**src/edge_timed_uart_receiver_defines.svh**
```systemverilog
// Assertion macros for the edge-timed UART receiver.
// Included by the top level; expects i_clk and i_rst_n in scope.
`ifndef EDGE_TIMED_UART_RECEIVER_DEFINES_SVH
`define EDGE_TIMED_UART_RECEIVER_DEFINES_SVH

// same-cycle implication, checked outside reset
`define ERX_ASSERT_NOW(label, ante, cons, msg) \
    label: assert property (@(posedge i_clk) disable iff (!i_rst_n) \
        (ante) |-> (cons)) else $error(msg);

// next-cycle implication, checked outside reset
`define ERX_ASSERT_NEXT(label, ante, cons, msg) \
    label: assert property (@(posedge i_clk) disable iff (!i_rst_n) \
        (ante) |=> (cons)) else $error(msg);

`endif

```
**src/erx_pkg.sv**
```systemverilog
// Shared types and constants of the edge-timed UART receiver.
// No dependencies; used by every module of the block except the generic queue.
`default_nettype none

package erx_pkg;

    localparam int LINES     = 4;
    localparam int LINE_W    = 2;
    localparam int CHAN_W    = 2;
    localparam int TIME_BITS = 32;
    localparam int TPB_W     = 16;
    localparam int THRESH_W  = 20;
    localparam int BITPOS_W  = 4;
    localparam int CFG_W     = 16;
    localparam int CFG_IDX_W = 1;

    localparam logic [BITPOS_W-1:0] STOP_DONE = 4'd10;
    localparam logic [BITPOS_W-1:0] DATA_BITS = 4'd8;

    localparam logic [CFG_IDX_W-1:0] REG_LINE_ENABLE   = 1'd0;
    localparam logic [CFG_IDX_W-1:0] REG_TICKS_PER_BIT = 1'd1;

    localparam logic [LINES-1:0] RESET_LINE_ENABLE = 4'hF;
    localparam logic [TPB_W-1:0] RESET_TICKS       = 16'd104;

    typedef struct packed {
        logic [LINES-1:0]     levels;
        logic [LINES-1:0]     changed;
        logic [TIME_BITS-1:0] now;
        logic [LINES-1:0]     clr_ready;
        logic [LINES-1:0]     clr_framing;
        logic [LINES-1:0]     clr_overrun;
    } t_cmd;

    typedef struct packed {
        logic [CHAN_W-1:0] channel_index;
        logic [7:0]        data_byte;
        logic              framing_flag;
        logic              overrun_flag;
        logic [LINES-1:0]  ready_bits;
        logic              last_of_run;
    } t_result;

    typedef struct packed {
        logic busy;
        logic pend_valid;
    } t_back_status;

endpackage

`default_nettype wire

```
**src/erx_fifo.sv**
```systemverilog
// Small first-word-fall-through queue of register entries.
// Generic; width and depth come from parameters.
`default_nettype none

module erx_fifo #(
    parameter int WIDTH = 8,
    parameter int DEPTH = 4
) (
    input  wire logic             i_clk,
    input  wire logic             i_rst_n,
    input  wire logic             i_wr_en,
    input  wire logic [WIDTH-1:0] i_wr_data,
    output logic                  o_full,
    input  wire logic             i_rd_en,
    output logic [WIDTH-1:0]      o_rd_data,
    output logic                  o_empty
);

    localparam int PTR_W = (DEPTH > 1) ? $clog2(DEPTH) : 1;
    localparam int CNT_W = $clog2(DEPTH + 1);

    logic [WIDTH-1:0] r_mem [DEPTH];
    logic [PTR_W-1:0] r_wr_ptr, n_wr_ptr;
    logic [PTR_W-1:0] r_rd_ptr, n_rd_ptr;
    logic [CNT_W-1:0] r_count, n_count;
    logic             wr_ok, rd_ok;

    assign o_full    = (r_count == CNT_W'(DEPTH));
    assign o_empty   = (r_count == '0);
    assign o_rd_data = r_mem[r_rd_ptr];
    assign wr_ok     = i_wr_en && !o_full;
    assign rd_ok     = i_rd_en && !o_empty;

    always_comb begin
        n_wr_ptr = r_wr_ptr;
        n_rd_ptr = r_rd_ptr;
        n_count  = r_count;
        if (wr_ok) begin
            n_wr_ptr = (r_wr_ptr == PTR_W'(DEPTH - 1)) ? '0 : r_wr_ptr + 1'b1;
        end
        if (rd_ok) begin
            n_rd_ptr = (r_rd_ptr == PTR_W'(DEPTH - 1)) ? '0 : r_rd_ptr + 1'b1;
        end
        if (wr_ok && !rd_ok) begin
            n_count = r_count + 1'b1;
        end else if (rd_ok && !wr_ok) begin
            n_count = r_count - 1'b1;
        end
    end

    always_ff @(posedge i_clk) begin
        if (!i_rst_n) begin
            r_wr_ptr <= '0;
            r_rd_ptr <= '0;
            r_count  <= '0;
        end else begin
            r_wr_ptr <= n_wr_ptr;
            r_rd_ptr <= n_rd_ptr;
            r_count  <= n_count;
        end
    end

    always_ff @(posedge i_clk) begin
        if (wr_ok) begin
            r_mem[r_wr_ptr] <= i_wr_data;
        end
    end

endmodule

`default_nettype wire

```
**src/erx_front.sv**
```systemverilog
// Front end: takes sample beats, tracks previous line levels, marks changed lines.
// Depends on erx_pkg for the command record.
`default_nettype none

module erx_front (
    input  wire logic                           i_clk,
    input  wire logic                           i_rst_n,
    input  wire logic                           i_accept,
    input  wire logic [erx_pkg::LINES-1:0]      i_line_enable,
    input  wire logic [erx_pkg::LINES-1:0]      i_line_levels,
    input  wire logic [erx_pkg::TIME_BITS-1:0]  i_now_ticks,
    input  wire logic [erx_pkg::LINES-1:0]      i_clear_ready_mask,
    input  wire logic [erx_pkg::LINES-1:0]      i_clear_framing_mask,
    input  wire logic [erx_pkg::LINES-1:0]      i_clear_overrun_mask,
    output erx_pkg::t_cmd                       o_cmd
);

    logic [erx_pkg::LINES-1:0] r_prev_levels;

    always_comb begin
        o_cmd.levels      = i_line_levels;
        o_cmd.changed     = (i_line_levels ^ r_prev_levels) & i_line_enable;
        o_cmd.now         = i_now_ticks;
        o_cmd.clr_ready   = i_clear_ready_mask;
        o_cmd.clr_framing = i_clear_framing_mask;
        o_cmd.clr_overrun = i_clear_overrun_mask;
    end

    always_ff @(posedge i_clk) begin
        if (!i_rst_n) begin
            r_prev_levels <= '1;
        end else if (i_accept) begin
            r_prev_levels <= i_line_levels;
        end
    end

endmodule

`default_nettype wire

```
**src/erx_back.sv**
```systemverilog
// Back end: per-channel frame decoder, a bit period per cycle unless stalled.
// Depends on erx_pkg; reads commands from the front queue, writes results.
`default_nettype none

module erx_back (
    input  wire logic                          i_clk,
    input  wire logic                          i_rst_n,
    input  wire logic [erx_pkg::LINES-1:0]     i_line_enable,
    input  wire logic [erx_pkg::TPB_W-1:0]     i_ticks_per_bit,
    input  wire erx_pkg::t_cmd                 i_cmd,
    input  wire logic                          i_cmd_empty,
    output logic                               o_cmd_rd,
    input  wire logic                          i_res_full,
    output logic                               o_res_wr,
    output erx_pkg::t_result                   o_res_data,
    output erx_pkg::t_back_status              o_status
);

    typedef enum logic [4:0] {
        ST_IDLE   = 5'b00001,
        ST_SCAN   = 5'b00010,
        ST_BITS   = 5'b00100,
        ST_FINISH = 5'b01000,
        ST_FLUSH  = 5'b10000
    } t_back_state;

    localparam int LN  = erx_pkg::LINES;
    localparam int TB  = erx_pkg::TIME_BITS;
    localparam int THW = erx_pkg::THRESH_W;
    localparam int BPW = erx_pkg::BITPOS_W;

    t_back_state                      r_state, n_state;
    erx_pkg::t_cmd                    r_cmd, n_cmd;
    logic [erx_pkg::LINE_W-1:0]       r_line, n_line;
    logic [erx_pkg::CHAN_W-1:0]       r_ch, n_ch;
    logic [TB-1:0]                    r_elapsed, n_elapsed;
    logic [THW-1:0]                   r_thresh, n_thresh;
    logic                             r_may_start, n_may_start;
    logic                             r_pend_valid, n_pend_valid;
    erx_pkg::t_result                 r_pend, n_pend;

    logic [TB-1:0]                    r_edge_time [LN];
    logic [TB-1:0]                    n_edge_time [LN];
    logic [7:0]                       r_shift     [LN];
    logic [7:0]                       n_shift     [LN];
    logic [BPW-1:0]                   r_bitpos    [LN];
    logic [BPW-1:0]                   n_bitpos    [LN];
    logic [LN-1:0]                    r_receiving, n_receiving;
    logic [LN-1:0]                    r_held, n_held;
    logic [LN-1:0]                    r_framing, n_framing;
    logic [LN-1:0]                    r_overrun, n_overrun;
    logic [LN-1:0]                    r_ready, n_ready;

    logic [erx_pkg::TPB_W-1:0]        tpb_eff;
    logic [erx_pkg::TPB_W-1:0]        half_up;
    logic                             last_line;
    logic                             step_due;
    logic [LN-1:0]                    ch_bit;

    assign tpb_eff   = (i_ticks_per_bit == '0) ? erx_pkg::TPB_W'(1) : i_ticks_per_bit;
    assign half_up   = tpb_eff - (tpb_eff >> 1);
    assign last_line = (r_line == erx_pkg::LINE_W'(LN - 1));
    assign ch_bit    = LN'(1) << r_ch;
    assign step_due  = (r_bitpos[r_ch] < erx_pkg::STOP_DONE) &&
                       (r_elapsed >= {{(TB - THW){1'b0}}, r_thresh});

    assign o_status.busy       = (r_state != ST_IDLE);
    assign o_status.pend_valid = r_pend_valid;

    always_comb begin
        n_state      = r_state;
        n_cmd        = r_cmd;
        n_line       = r_line;
        n_ch         = r_ch;
        n_elapsed    = r_elapsed;
        n_thresh     = r_thresh;
        n_may_start  = r_may_start;
        n_pend_valid = r_pend_valid;
        n_pend       = r_pend;
        n_edge_time  = r_edge_time;
        n_shift      = r_shift;
        n_bitpos     = r_bitpos;
        n_receiving  = r_receiving;
        n_held       = r_held;
        n_framing    = r_framing;
        n_overrun    = r_overrun;
        n_ready      = r_ready;
        o_cmd_rd     = 1'b0;
        o_res_wr     = 1'b0;
        o_res_data   = r_pend;

        case (r_state)
            ST_IDLE: begin
                if (!i_cmd_empty) begin
                    o_cmd_rd  = 1'b1;
                    n_cmd     = i_cmd;
                    n_ready   = r_ready & ~i_cmd.clr_ready;
                    n_framing = r_framing & ~i_cmd.clr_framing;
                    n_overrun = r_overrun & ~i_cmd.clr_overrun;
                    n_line    = '0;
                    n_ch      = '0;
                    n_state   = ST_SCAN;
                end
            end
            ST_SCAN: begin
                if (i_line_enable[r_line] && r_cmd.changed[r_line]) begin
                    n_elapsed = r_cmd.now - r_edge_time[r_ch];
                    n_thresh  = THW'(half_up);
                    if (r_receiving[r_ch]) begin
                        n_may_start = 1'b0;
                        n_state     = ST_BITS;
                    end else begin
                        n_may_start = 1'b1;
                        n_state     = ST_FINISH;
                    end
                end else begin
                    if (i_line_enable[r_line]) begin
                        n_ch = r_ch + 1'b1;
                    end
                    if (last_line) begin
                        n_state = ST_FLUSH;
                    end else begin
                        n_line = r_line + 1'b1;
                    end
                end
            end
            ST_BITS: begin
                if (step_due) begin
                    if (r_bitpos[r_ch] == '0) begin
                        n_bitpos[r_ch] = BPW'(1);
                        n_thresh       = r_thresh + THW'(tpb_eff);
                    end else if (r_bitpos[r_ch] <= erx_pkg::DATA_BITS) begin
                        n_shift[r_ch]  = {r_held[r_ch], r_shift[r_ch][7:1]};
                        n_bitpos[r_ch] = r_bitpos[r_ch] + 1'b1;
                        n_thresh       = r_thresh + THW'(tpb_eff);
                    end else if (!(r_pend_valid && i_res_full)) begin
                        // stop bit: park the beat until the run's end is known
                        if (r_pend_valid) begin
                            o_res_wr = 1'b1;
                        end
                        n_framing[r_ch]      = r_framing[r_ch] | ~r_held[r_ch];
                        n_overrun[r_ch]      = r_overrun[r_ch] | r_ready[r_ch];
                        n_ready              = r_ready | ch_bit;
                        n_bitpos[r_ch]       = erx_pkg::STOP_DONE;
                        n_thresh             = r_thresh + THW'(tpb_eff);
                        n_pend_valid         = 1'b1;
                        n_pend.channel_index = r_ch;
                        n_pend.data_byte     = r_shift[r_ch];
                        n_pend.framing_flag  = r_framing[r_ch] | ~r_held[r_ch];
                        n_pend.overrun_flag  = r_overrun[r_ch] | r_ready[r_ch];
                        n_pend.ready_bits    = r_ready | ch_bit;
                        n_pend.last_of_run   = 1'b0;
                    end
                end else begin
                    if (r_bitpos[r_ch] >= erx_pkg::STOP_DONE) begin
                        n_receiving[r_ch] = 1'b0;
                        n_may_start       = 1'b1;
                    end
                    n_state = ST_FINISH;
                end
            end
            ST_FINISH: begin
                if (r_may_start && r_held[r_ch] && !r_cmd.levels[r_line]) begin
                    n_receiving[r_ch] = 1'b1;
                    n_bitpos[r_ch]    = '0;
                    n_shift[r_ch]     = '0;
                end
                n_held[r_ch]      = r_cmd.levels[r_line];
                n_edge_time[r_ch] = r_cmd.now;
                n_ch              = r_ch + 1'b1;
                if (last_line) begin
                    n_state = ST_FLUSH;
                end else begin
                    n_line  = r_line + 1'b1;
                    n_state = ST_SCAN;
                end
            end
            ST_FLUSH: begin
                o_res_data.last_of_run = 1'b1;
                if (r_pend_valid) begin
                    if (!i_res_full) begin
                        o_res_wr     = 1'b1;
                        n_pend_valid = 1'b0;
                        n_state      = ST_IDLE;
                    end
                end else begin
                    n_state = ST_IDLE;
                end
            end
            default: begin
                n_state = ST_IDLE;
            end
        endcase
    end

    always_ff @(posedge i_clk) begin
        if (!i_rst_n) begin
            r_state      <= ST_IDLE;
            r_pend_valid <= 1'b0;
            r_receiving  <= '0;
            r_held       <= '1;
            r_framing    <= '0;
            r_overrun    <= '0;
            r_ready      <= '0;
            for (int i = 0; i < LN; i++) begin
                r_edge_time[i] <= '0;
                r_shift[i]     <= '0;
                r_bitpos[i]    <= '0;
            end
        end else begin
            r_state      <= n_state;
            r_pend_valid <= n_pend_valid;
            r_receiving  <= n_receiving;
            r_held       <= n_held;
            r_framing    <= n_framing;
            r_overrun    <= n_overrun;
            r_ready      <= n_ready;
            r_edge_time  <= n_edge_time;
            r_shift      <= n_shift;
            r_bitpos     <= n_bitpos;
        end
    end

    always_ff @(posedge i_clk) begin
        r_cmd       <= n_cmd;
        r_line      <= n_line;
        r_ch        <= n_ch;
        r_elapsed   <= n_elapsed;
        r_thresh    <= n_thresh;
        r_may_start <= n_may_start;
        r_pend      <= n_pend;
    end

endmodule

`default_nettype wire

```
**src/edge_timed_uart_receiver.sv**
```systemverilog
// Sample beats enter a command queue; full rises only when it holds CMD_DEPTH.
// The decoder reads each sample, scans its lines and flushes; per decoded line edge it updates
// the line, enters and leaves the bit steps, and makes one compare-and-add of the bit
// threshold per counted bit period (at most 10 per edge). A completed byte waits while the
// result queue is full; a beat written to an empty result queue is on the outputs next cycle.
// Synchronous active-low reset: enable mask 0xF, 104 ticks per bit, lines idle high,
// all channels idle with clear flags, both queues empty.
`default_nettype none

`include "edge_timed_uart_receiver_defines.svh"

module edge_timed_uart_receiver #(
    parameter int CMD_DEPTH = 4,
    parameter int RES_DEPTH = 4
) (
    input  wire logic                             i_clk,
    input  wire logic                             i_rst_n,
    input  wire logic                             i_cfg_we,
    input  wire logic [erx_pkg::CFG_IDX_W-1:0]    i_cfg_index,
    input  wire logic [erx_pkg::CFG_W-1:0]        i_cfg_data,
    input  wire logic                             push,
    output logic                                  full,
    input  wire logic [erx_pkg::LINES-1:0]        i_line_levels,
    input  wire logic [erx_pkg::TIME_BITS-1:0]    i_now_ticks,
    input  wire logic [erx_pkg::LINES-1:0]        i_clear_ready_mask,
    input  wire logic [erx_pkg::LINES-1:0]        i_clear_framing_mask,
    input  wire logic [erx_pkg::LINES-1:0]        i_clear_overrun_mask,
    output logic                                  empty,
    input  wire logic                             pop,
    output logic [erx_pkg::CHAN_W-1:0]            o_channel_index,
    output logic [7:0]                            o_data_byte,
    output logic                                  o_framing_flag,
    output logic                                  o_overrun_flag,
    output logic [erx_pkg::LINES-1:0]             o_ready_bits,
    output logic                                  o_last_of_run
);

    logic [erx_pkg::LINES-1:0]  r_line_enable;
    logic [erx_pkg::TPB_W-1:0]  r_ticks_per_bit;

    logic                       w_accept;
    erx_pkg::t_cmd              w_front_cmd;
    erx_pkg::t_cmd              w_cmd;
    logic                       w_cmd_empty;
    logic                       w_cmd_rd;
    logic                       w_res_full;
    logic                       w_res_wr;
    erx_pkg::t_result           w_res_in;
    erx_pkg::t_result           w_res_out;
    erx_pkg::t_back_status      w_status;

    assign w_accept = push && !full;

    always_ff @(posedge i_clk) begin
        if (!i_rst_n) begin
            r_line_enable   <= erx_pkg::RESET_LINE_ENABLE;
            r_ticks_per_bit <= erx_pkg::RESET_TICKS;
        end else if (i_cfg_we) begin
            case (i_cfg_index)
                erx_pkg::REG_LINE_ENABLE: begin
                    r_line_enable <= i_cfg_data[erx_pkg::LINES-1:0];
                end
                erx_pkg::REG_TICKS_PER_BIT: begin
                    r_ticks_per_bit <= i_cfg_data[erx_pkg::TPB_W-1:0];
                end
                default: begin
                    r_line_enable <= r_line_enable;
                end
            endcase
        end
    end

    erx_front u_front (
        .i_clk                (i_clk),
        .i_rst_n              (i_rst_n),
        .i_accept             (w_accept),
        .i_line_enable        (r_line_enable),
        .i_line_levels        (i_line_levels),
        .i_now_ticks          (i_now_ticks),
        .i_clear_ready_mask   (i_clear_ready_mask),
        .i_clear_framing_mask (i_clear_framing_mask),
        .i_clear_overrun_mask (i_clear_overrun_mask),
        .o_cmd                (w_front_cmd)
    );

    erx_fifo #(
        .WIDTH ($bits(erx_pkg::t_cmd)),
        .DEPTH (CMD_DEPTH)
    ) u_cmd_fifo (
        .i_clk     (i_clk),
        .i_rst_n   (i_rst_n),
        .i_wr_en   (push),
        .i_wr_data (w_front_cmd),
        .o_full    (full),
        .i_rd_en   (w_cmd_rd),
        .o_rd_data (w_cmd),
        .o_empty   (w_cmd_empty)
    );

    erx_back u_back (
        .i_clk           (i_clk),
        .i_rst_n         (i_rst_n),
        .i_line_enable   (r_line_enable),
        .i_ticks_per_bit (r_ticks_per_bit),
        .i_cmd           (w_cmd),
        .i_cmd_empty     (w_cmd_empty),
        .o_cmd_rd        (w_cmd_rd),
        .i_res_full      (w_res_full),
        .o_res_wr        (w_res_wr),
        .o_res_data      (w_res_in),
        .o_status        (w_status)
    );

    erx_fifo #(
        .WIDTH ($bits(erx_pkg::t_result)),
        .DEPTH (RES_DEPTH)
    ) u_res_fifo (
        .i_clk     (i_clk),
        .i_rst_n   (i_rst_n),
        .i_wr_en   (w_res_wr),
        .i_wr_data (w_res_in),
        .o_full    (w_res_full),
        .i_rd_en   (pop),
        .o_rd_data (w_res_out),
        .o_empty   (empty)
    );

    assign o_channel_index = w_res_out.channel_index;
    assign o_data_byte     = w_res_out.data_byte;
    assign o_framing_flag  = w_res_out.framing_flag;
    assign o_overrun_flag  = w_res_out.overrun_flag;
    assign o_ready_bits    = w_res_out.ready_bits;
    assign o_last_of_run   = w_res_out.last_of_run;

    `ERX_ASSERT_NOW(a_res_no_overflow, w_res_wr, !w_res_full, "result beat written into full queue")
    `ERX_ASSERT_NOW(a_cmd_no_underflow, w_cmd_rd, !w_cmd_empty, "command read from empty queue")
    `ERX_ASSERT_NOW(a_pend_only_busy, !w_status.busy, !w_status.pend_valid, "parked beat left at idle")
    `ERX_ASSERT_NEXT(a_rd_starts_decode, w_cmd_rd, w_status.busy, "decoder idle after command read")

endmodule

`default_nettype wire

```
**config.mk**
```make
export PLATFORM = sky130hd
export DESIGN_NAME = edge_timed_uart_receiver
export DESIGN_NICKNAME = d
export VERILOG_FILES = /design/src/erx_pkg.sv /design/src/erx_fifo.sv /design/src/erx_front.sv /design/src/erx_back.sv /design/src/edge_timed_uart_receiver.sv
export VERILOG_INCLUDE_DIRS = /design/src /design/src/src
export SDC_FILE = /design/constraint.sdc
export NUM_CORES = 1
export LEC_CHECK = 0
export BUFFER_PORTS_ARGS = -buffer_cell sky130_fd_sc_hd__clkbuf_2
export CAP_MARGIN = 20
export CORE_ASPECT_RATIO = 0.8
export CORE_UTILIZATION = 30
export CTS_CLUSTER_SIZE = 14
export DETAILED_ROUTE_END_ITERATION = 6
export PLACE_DENSITY = 0.49
export SKIP_CTS_REPAIR_TIMING = 1
export SLEW_MARGIN = 20
export SYNTH_ARGS = -nofsm -noshare
export SYNTH_HDL_FRONTEND = slang
export SYNTH_SLANG_ARGS = --single-unit
```
**constraint.sdc**
```tcl
create_clock -name i_clk -period 14.6 [get_ports i_clk]
set_input_delay 1.46 -clock i_clk [delete_from_list [all_inputs] [get_ports i_clk]]
set_output_delay 1.46 -clock i_clk [all_outputs]
set_load 0.02 [all_outputs]
```
# == Yosys cells after proc, flatten, opt, wreduce, memory -nomap -nowiden ==
# Memory sizes are Yosys's and may differ from the RTL's. A register that Yosys moved wholly into a read port is not among the register bits.
# Cells that the tools add are included.
# word_totals
regBits,353
ram_bits,276
in_bits,70
out_inout_bits,19
wordCells,309
n_memories,2
# mem_list
name,words,word_bits,rd,rd_clocked_by_memory_dff,write_ports,line,rtl
u_cmd_fifo.r_mem,4,52,1,1,1,erx_fifo.sv:22,logic [WIDTH-1:0] r_mem [DEPTH];
u_res_fifo.r_mem,4,17,1,1,1,erx_fifo.sv:22,
# classes
n_addsub,14
magnitude_cmp,9
n_eq_ne,27
n_shift,1
mux,134
bitwise,31
n_reduce_logical,50
# op_table
op,count
two-way mux 32 bit,7
bitwise mux 128 bit,1
two-way mux 20 bit,5
two-way mux 16 bit,6
two-way mux 4 bit,22
binary-select mux 32 bit (select 2 bit),1
demux 32 bit (select 2 bit),1
case mux 32 bit (2 select lines),1
case mux 20 bit (2 select lines),1
two-way mux 5 bit,7
two-way mux 1 bit,33
AND 32 bit,1
bitwise mux 32 bit,1
>= comparator 32 x 20 -> 1 bit,1
inverter 32 bit,1
case mux 16 bit (2 select lines),1
case mux 4 bit (2 select lines),4
subtractor 32 bit,1
two-way mux 2 bit,13
case mux 5 bit (5 select lines),1
two-way mux 8 bit,3
AND reduction 4 bit,6
adder 20 x 16 -> 20 bit,1
AND 4 bit,5
60 further kinds,142

# == Longest topological paths before layout ==
# logic_depth
word_depth,14
depth_mapped,18
ltp_nobuf,18

# == By module ==
# From an unflattened synthesis, not the netlist that was laid out.
# unflattened
cells_unflattened,2315
hier_area_um2,28946.5
# by_module_without_submodules
mod,n_inst,cells_each,area_per_inst_um2,seq_area_each_um2
erx_back,1,1691,16532.1,7437.1
erx_fifo (u_cmd_fifo),1,323,8045.2,6426.2
erx_fifo (u_res_fifo),1,140,2972.9,2222.1
edge_timed_uart_receiver,1,92,829.5,400.4
erx_front,1,69,566.8,80.1

# == Worst setup path after synthesis ==
# Ideal clock, no wire load.
# synth_timing
path_type,register to register
start,reg u_back.r_ch[0] in the netlist's numbering
end,reg u_back.r_elapsed[28] (data pin)
setup_time_ns,0.265
arrival_time_ns,4.707
required_time_ns,14.335
path_slack_ns,9.628
path_stages_with_launch,17
n_path_buf,4
synth_period_minus_slack_ns,4.972
cell_sequence,edfxtp_1 -> buf_2 -> buf_2 -> buf_1 -> buf_1 -> mux4_2 -> ha_1 -> fa_1 -> nand2b_1 -> a211o_1 -> a211o_1 -> a211o_1 -> a31o_2 -> a31oi_1 -> o21ai_0 -> a21oi_1 -> a31oi_1
# synth_via
elab_chain_len,5
# synth_lines
item,line,rtl
from (decl),erx_back.sv:35,"logic [erx_pkg::CHAN_W-1:0] r_ch, n_ch;"
from (signal assigned),erx_back.sv:227,r_ch <= n_ch;
inverter 2 -> 3 bit (implied by the code),erx_back.sv:107,n_elapsed = r_cmd.now - r_edge_time[r_ch];
binary-select mux 32 bit (select 2 bit),erx_back.sv:107,
two-way mux 32 bit (implied by the code) (2 in a row),erx_back.sv:107,
subtractor 32 bit,erx_back.sv:107,
to (signal assigned),erx_back.sv:228,r_elapsed <= n_elapsed;
to (decl),erx_back.sv:36,"logic [TB-1:0] r_elapsed, n_elapsed;"
# Every way passes these cells. The select of a mux whose other input is x is not followed.
# A chain may end at the register's enable or synchronous reset.

# == Worst setup path in the final report ==
# Same ends and word-level chain as after synthesis.

==> results.yml <==
layout:
  syn_to_final_growth_pct: 14.4
  diodes: 0
  nets: 2513
  final_util: 0.347
  drive_above_1_share: 0.153
grt:
  grt_pass1_wl_um: 104000
  grt_max_degree: 135
  antenna_found_initial: 2
  grt_pass1_vias: 17800
  track_usage: 0.139
  overflow: 0
detailed_routing:
  wl_met3_um: 3270
  drc: 0
  wl_per_cell_um: 18.4
  drtPass1Iterations: 7
  drt-met1-wl_um: 31200
  dr_wl_met2_um: 30500
  vias: 17500
  finalWirelength_um: 66500
  ant_nets: 0
  maxUsedRoutingLayer: "met5"
  first_iter_violations: 1019
  vias_per_cell: 4.85
synthesis:
  ys_warn_count: 0
  ys_seq_elements: 633
  async_flop_share: 0
  synth-main-ff-cell: "edfxtp_1"
  synth_seq_area_share: 0.585
  syn_avg_cell_area_um2: 12.5
  synth_area_mm2: 0.0283
  syn_inst: 2258
  synth_nets: 2440
  synth-edff-count: 389
  ys_types: 66
power_and_ir_drop:
  p_int_uw: 3640
  ir_drop_uv: 100
  p_comb_frac: 0.233
  clkPwrFrac: 0.337
  total_power_uw: 5260
  p_switching_uw: 1610
  switching_share: 0.307
  seq_power_share: 0.431
  power.density_mw_per_mm2: 162
  cellLeakagePower_uw: 0.0113
timing:
  rsz0062_at_grt: "no"
  relSlewSlack: 0.291
  setup-tns-final_ps: 0
  whs_ps: 459
  hold_viol_final: 0
  fmax_mhz: 201
  min_period_ps: 4960
  setup_violations: 0
  skew_ps: 61.6
  period_share: 0.340
  worstMarginPinSlew_ps: 1060
  drv_slew: 0
clocking:
  cts_sinks: 633
  cts_tree: "done"
  path_clk_slew_ps: 60
  cts_buffer_depth: 3
  cts_buffers: 70
  cts-root-buf: "clkbuf_16"
  clock_latency_ps: 640
  ctsHtreeMaxLevel: 3
floorplan:
  io_pins: 89
  fp.dieW_um: 345
  core_mm2: 0.0932
  die_area_mm2: 0.0956
  start_util: 0.304
  rows: 100
  die_height_um: 277
place:
  gp_congestion: 0.823
  io_buffers: 88
  hpwl_um: 42500
critical_path:
  crit_fanout: 35
  start_kind: "register"
  required_ps: 14970
  arrival_ps: 5340
  end_kind: "register"
  crit_type: "reg -> reg"
flow_run:
  drv_cap: 0
hold_path:
  min_path_type: "reg -> reg"
run_status:
  status: "finished clean"
-- placed cells by master (no fill, tap or decap), drive strengths merged, types with 22 or more instances in the layout --
cell / netlist / routed
nand2: 437 / 437
edfxtp: 389 / 389
dfxtp: 244 / 244
clkbuf: 81 / 182
a21boi: 150 / 150
mux4: 119 / 119
inv: 109 / 112
ha: 107 / 107
a21oi: 67 / 67
nor2: 59 / 59
mux2i: 58 / 58
o21ai: 54 / 54
xnor2: 42 / 42
a21o: 31 / 31
nor3: 31 / 31
and2: 31 / 31
nand3: 27 / 27
clkinv: 0 / 24
xor2: 23 / 23
nor2b: 22 / 22
-- critical path: stages (launching register included) --
cell and delay (ps):
edfxtp_1 410, buf_4 360, buf_4 720, mux4_2 600
ha_1 250, fa_1 430, nand2b_1 180, a211o_1 310
a211o_1 310, a211o_1 300, a31o_2 260, a31oi_1 190
o21ai_0 140, a21oi_1 160, a31oi_1 50
-- registers in the layout, summed over array words and instances (netlist names), 5 cells and up, named ones only --
register            flops
u_back.r_state          5
u_back.r_cmd           40
u_res_fifo.r_mem       68
u_cmd_fifo.r_mem      208
u_back.o_res_data      16
r_ticks_per_bit        16
u_back.r_edge_time    128
u_back.r_bitpos        16
u_back.r_shift         32
u_back.r_thresh        20
u_back.r_elapsed       32
-- final cells by class --
class | instances | area (um2)
multi-input combinational | 1412 | 11000
inverter | 109 | 409
timing repair buffer | 105 | 582
tap | 1224 | 1530
fill | 9092 | 60800
clock inverter | 35 | 387
sequential | 633 | 16600
clock buffer | 95 | 1930
-- worst paths after layout --
check	start	to	slack, ps	cells past startpoint
min	u_back.r_shift[11]$_SDFFE_PN0P_	u_back.r_shift[11]$_SDFFE_PN0P_	460	2
max	u_back.r_ch[0]$_SDFFCE_PN0P_	u_back.r_elapsed[28]$_DFFE_PP_	9640	14
max reg2reg	u_back.r_ch[0]$_SDFFCE_PN0P_	u_back.r_elapsed[28]$_DFFE_PP_	9640	14
min reg2reg	u_back.r_shift[11]$_SDFFE_PN0P_	u_back.r_shift[11]$_SDFFE_PN0P_	460	2
-- power groups by stage --
stage	Clock, uW	Sequential (uW)	Combinational [uW]
after CTS	1830	2270	1240
final	1770	2260	1220
after global placement	0	2300	1220
after global routing	1900	2290	1350
after detailed placement	0	2310	1240
after floorplan	0	2230	899
-- metal layers --
metal | GRT usage | vias up
met5 | 0 | -
met1 | 0.193 | 8695
met3 | 0.0254 | 99
li1 | - | 8327
met4 | 0.0414 | 4
met2 | 0.221 | 409
-- logic make-up (layout without fill, tap and decap cells) --
| kind of cell | count (synthesis) | in the layout | share of synthesized area |
|---|---|---|---|
| compound gates | 388 | 388 | 0.0956 |
| simple gates | 670 | 670 | 0.104 |
| buf+inv | 213 | 344 | 0.0285 |
| mux | 177 | 177 | 0.115 |
| fa+ha+maj | 112 | 112 | 0.0509 |
| xor+xnor | 65 | 65 | 0.0201 |
| flops | 633 | 633 | 0.585 |
-- stage by stage --
stage	setup slack [ps]	area (um2)	cells
floorplan	9630	28300	2258
global placement	9630	30000	3482
detailed placement	9560	30000	3482
CTS	9540	32400	3612
global route	9190	32400	3613
finish	9640	32400	3613
-- synth_stat cells (9+ instances only) --
cell / count / area share
and2_1: 31 / 0.0069
o21ai_0: 41 / 0.0073
buf_1: 17 / 0.0023
clkbuf_1: 81 / 0.011
or3_1: 9 / 0.0020
a21oi_1: 67 / 0.012
nand2_1: 437 / 0.058
a221o_1: 9 / 0.0032
mux2i_1: 58 / 0.021
nand2b_1: 16 / 0.0035
inv_1: 109 / 0.014
and3_1: 11 / 0.0024
o21a_1: 11 / 0.0029
nor3_1: 27 / 0.0048
nor2b_1: 22 / 0.0049
nand3_1: 27 / 0.0048
xnor2_1: 42 / 0.013
a21boi_0: 150 / 0.040
nor2_1: 59 / 0.0078
edfxtp_1: 389 / 0.41
dfxtp_1: 244 / 0.17
mux4_2: 119 / 0.095
ha_1: 107 / 0.047
o21ai_1: 9 / 0.0016
xor2_1: 23 / 0.0071
a21o_1: 31 / 0.0082
No activity file was read; power rests on OpenSTA's default activity.
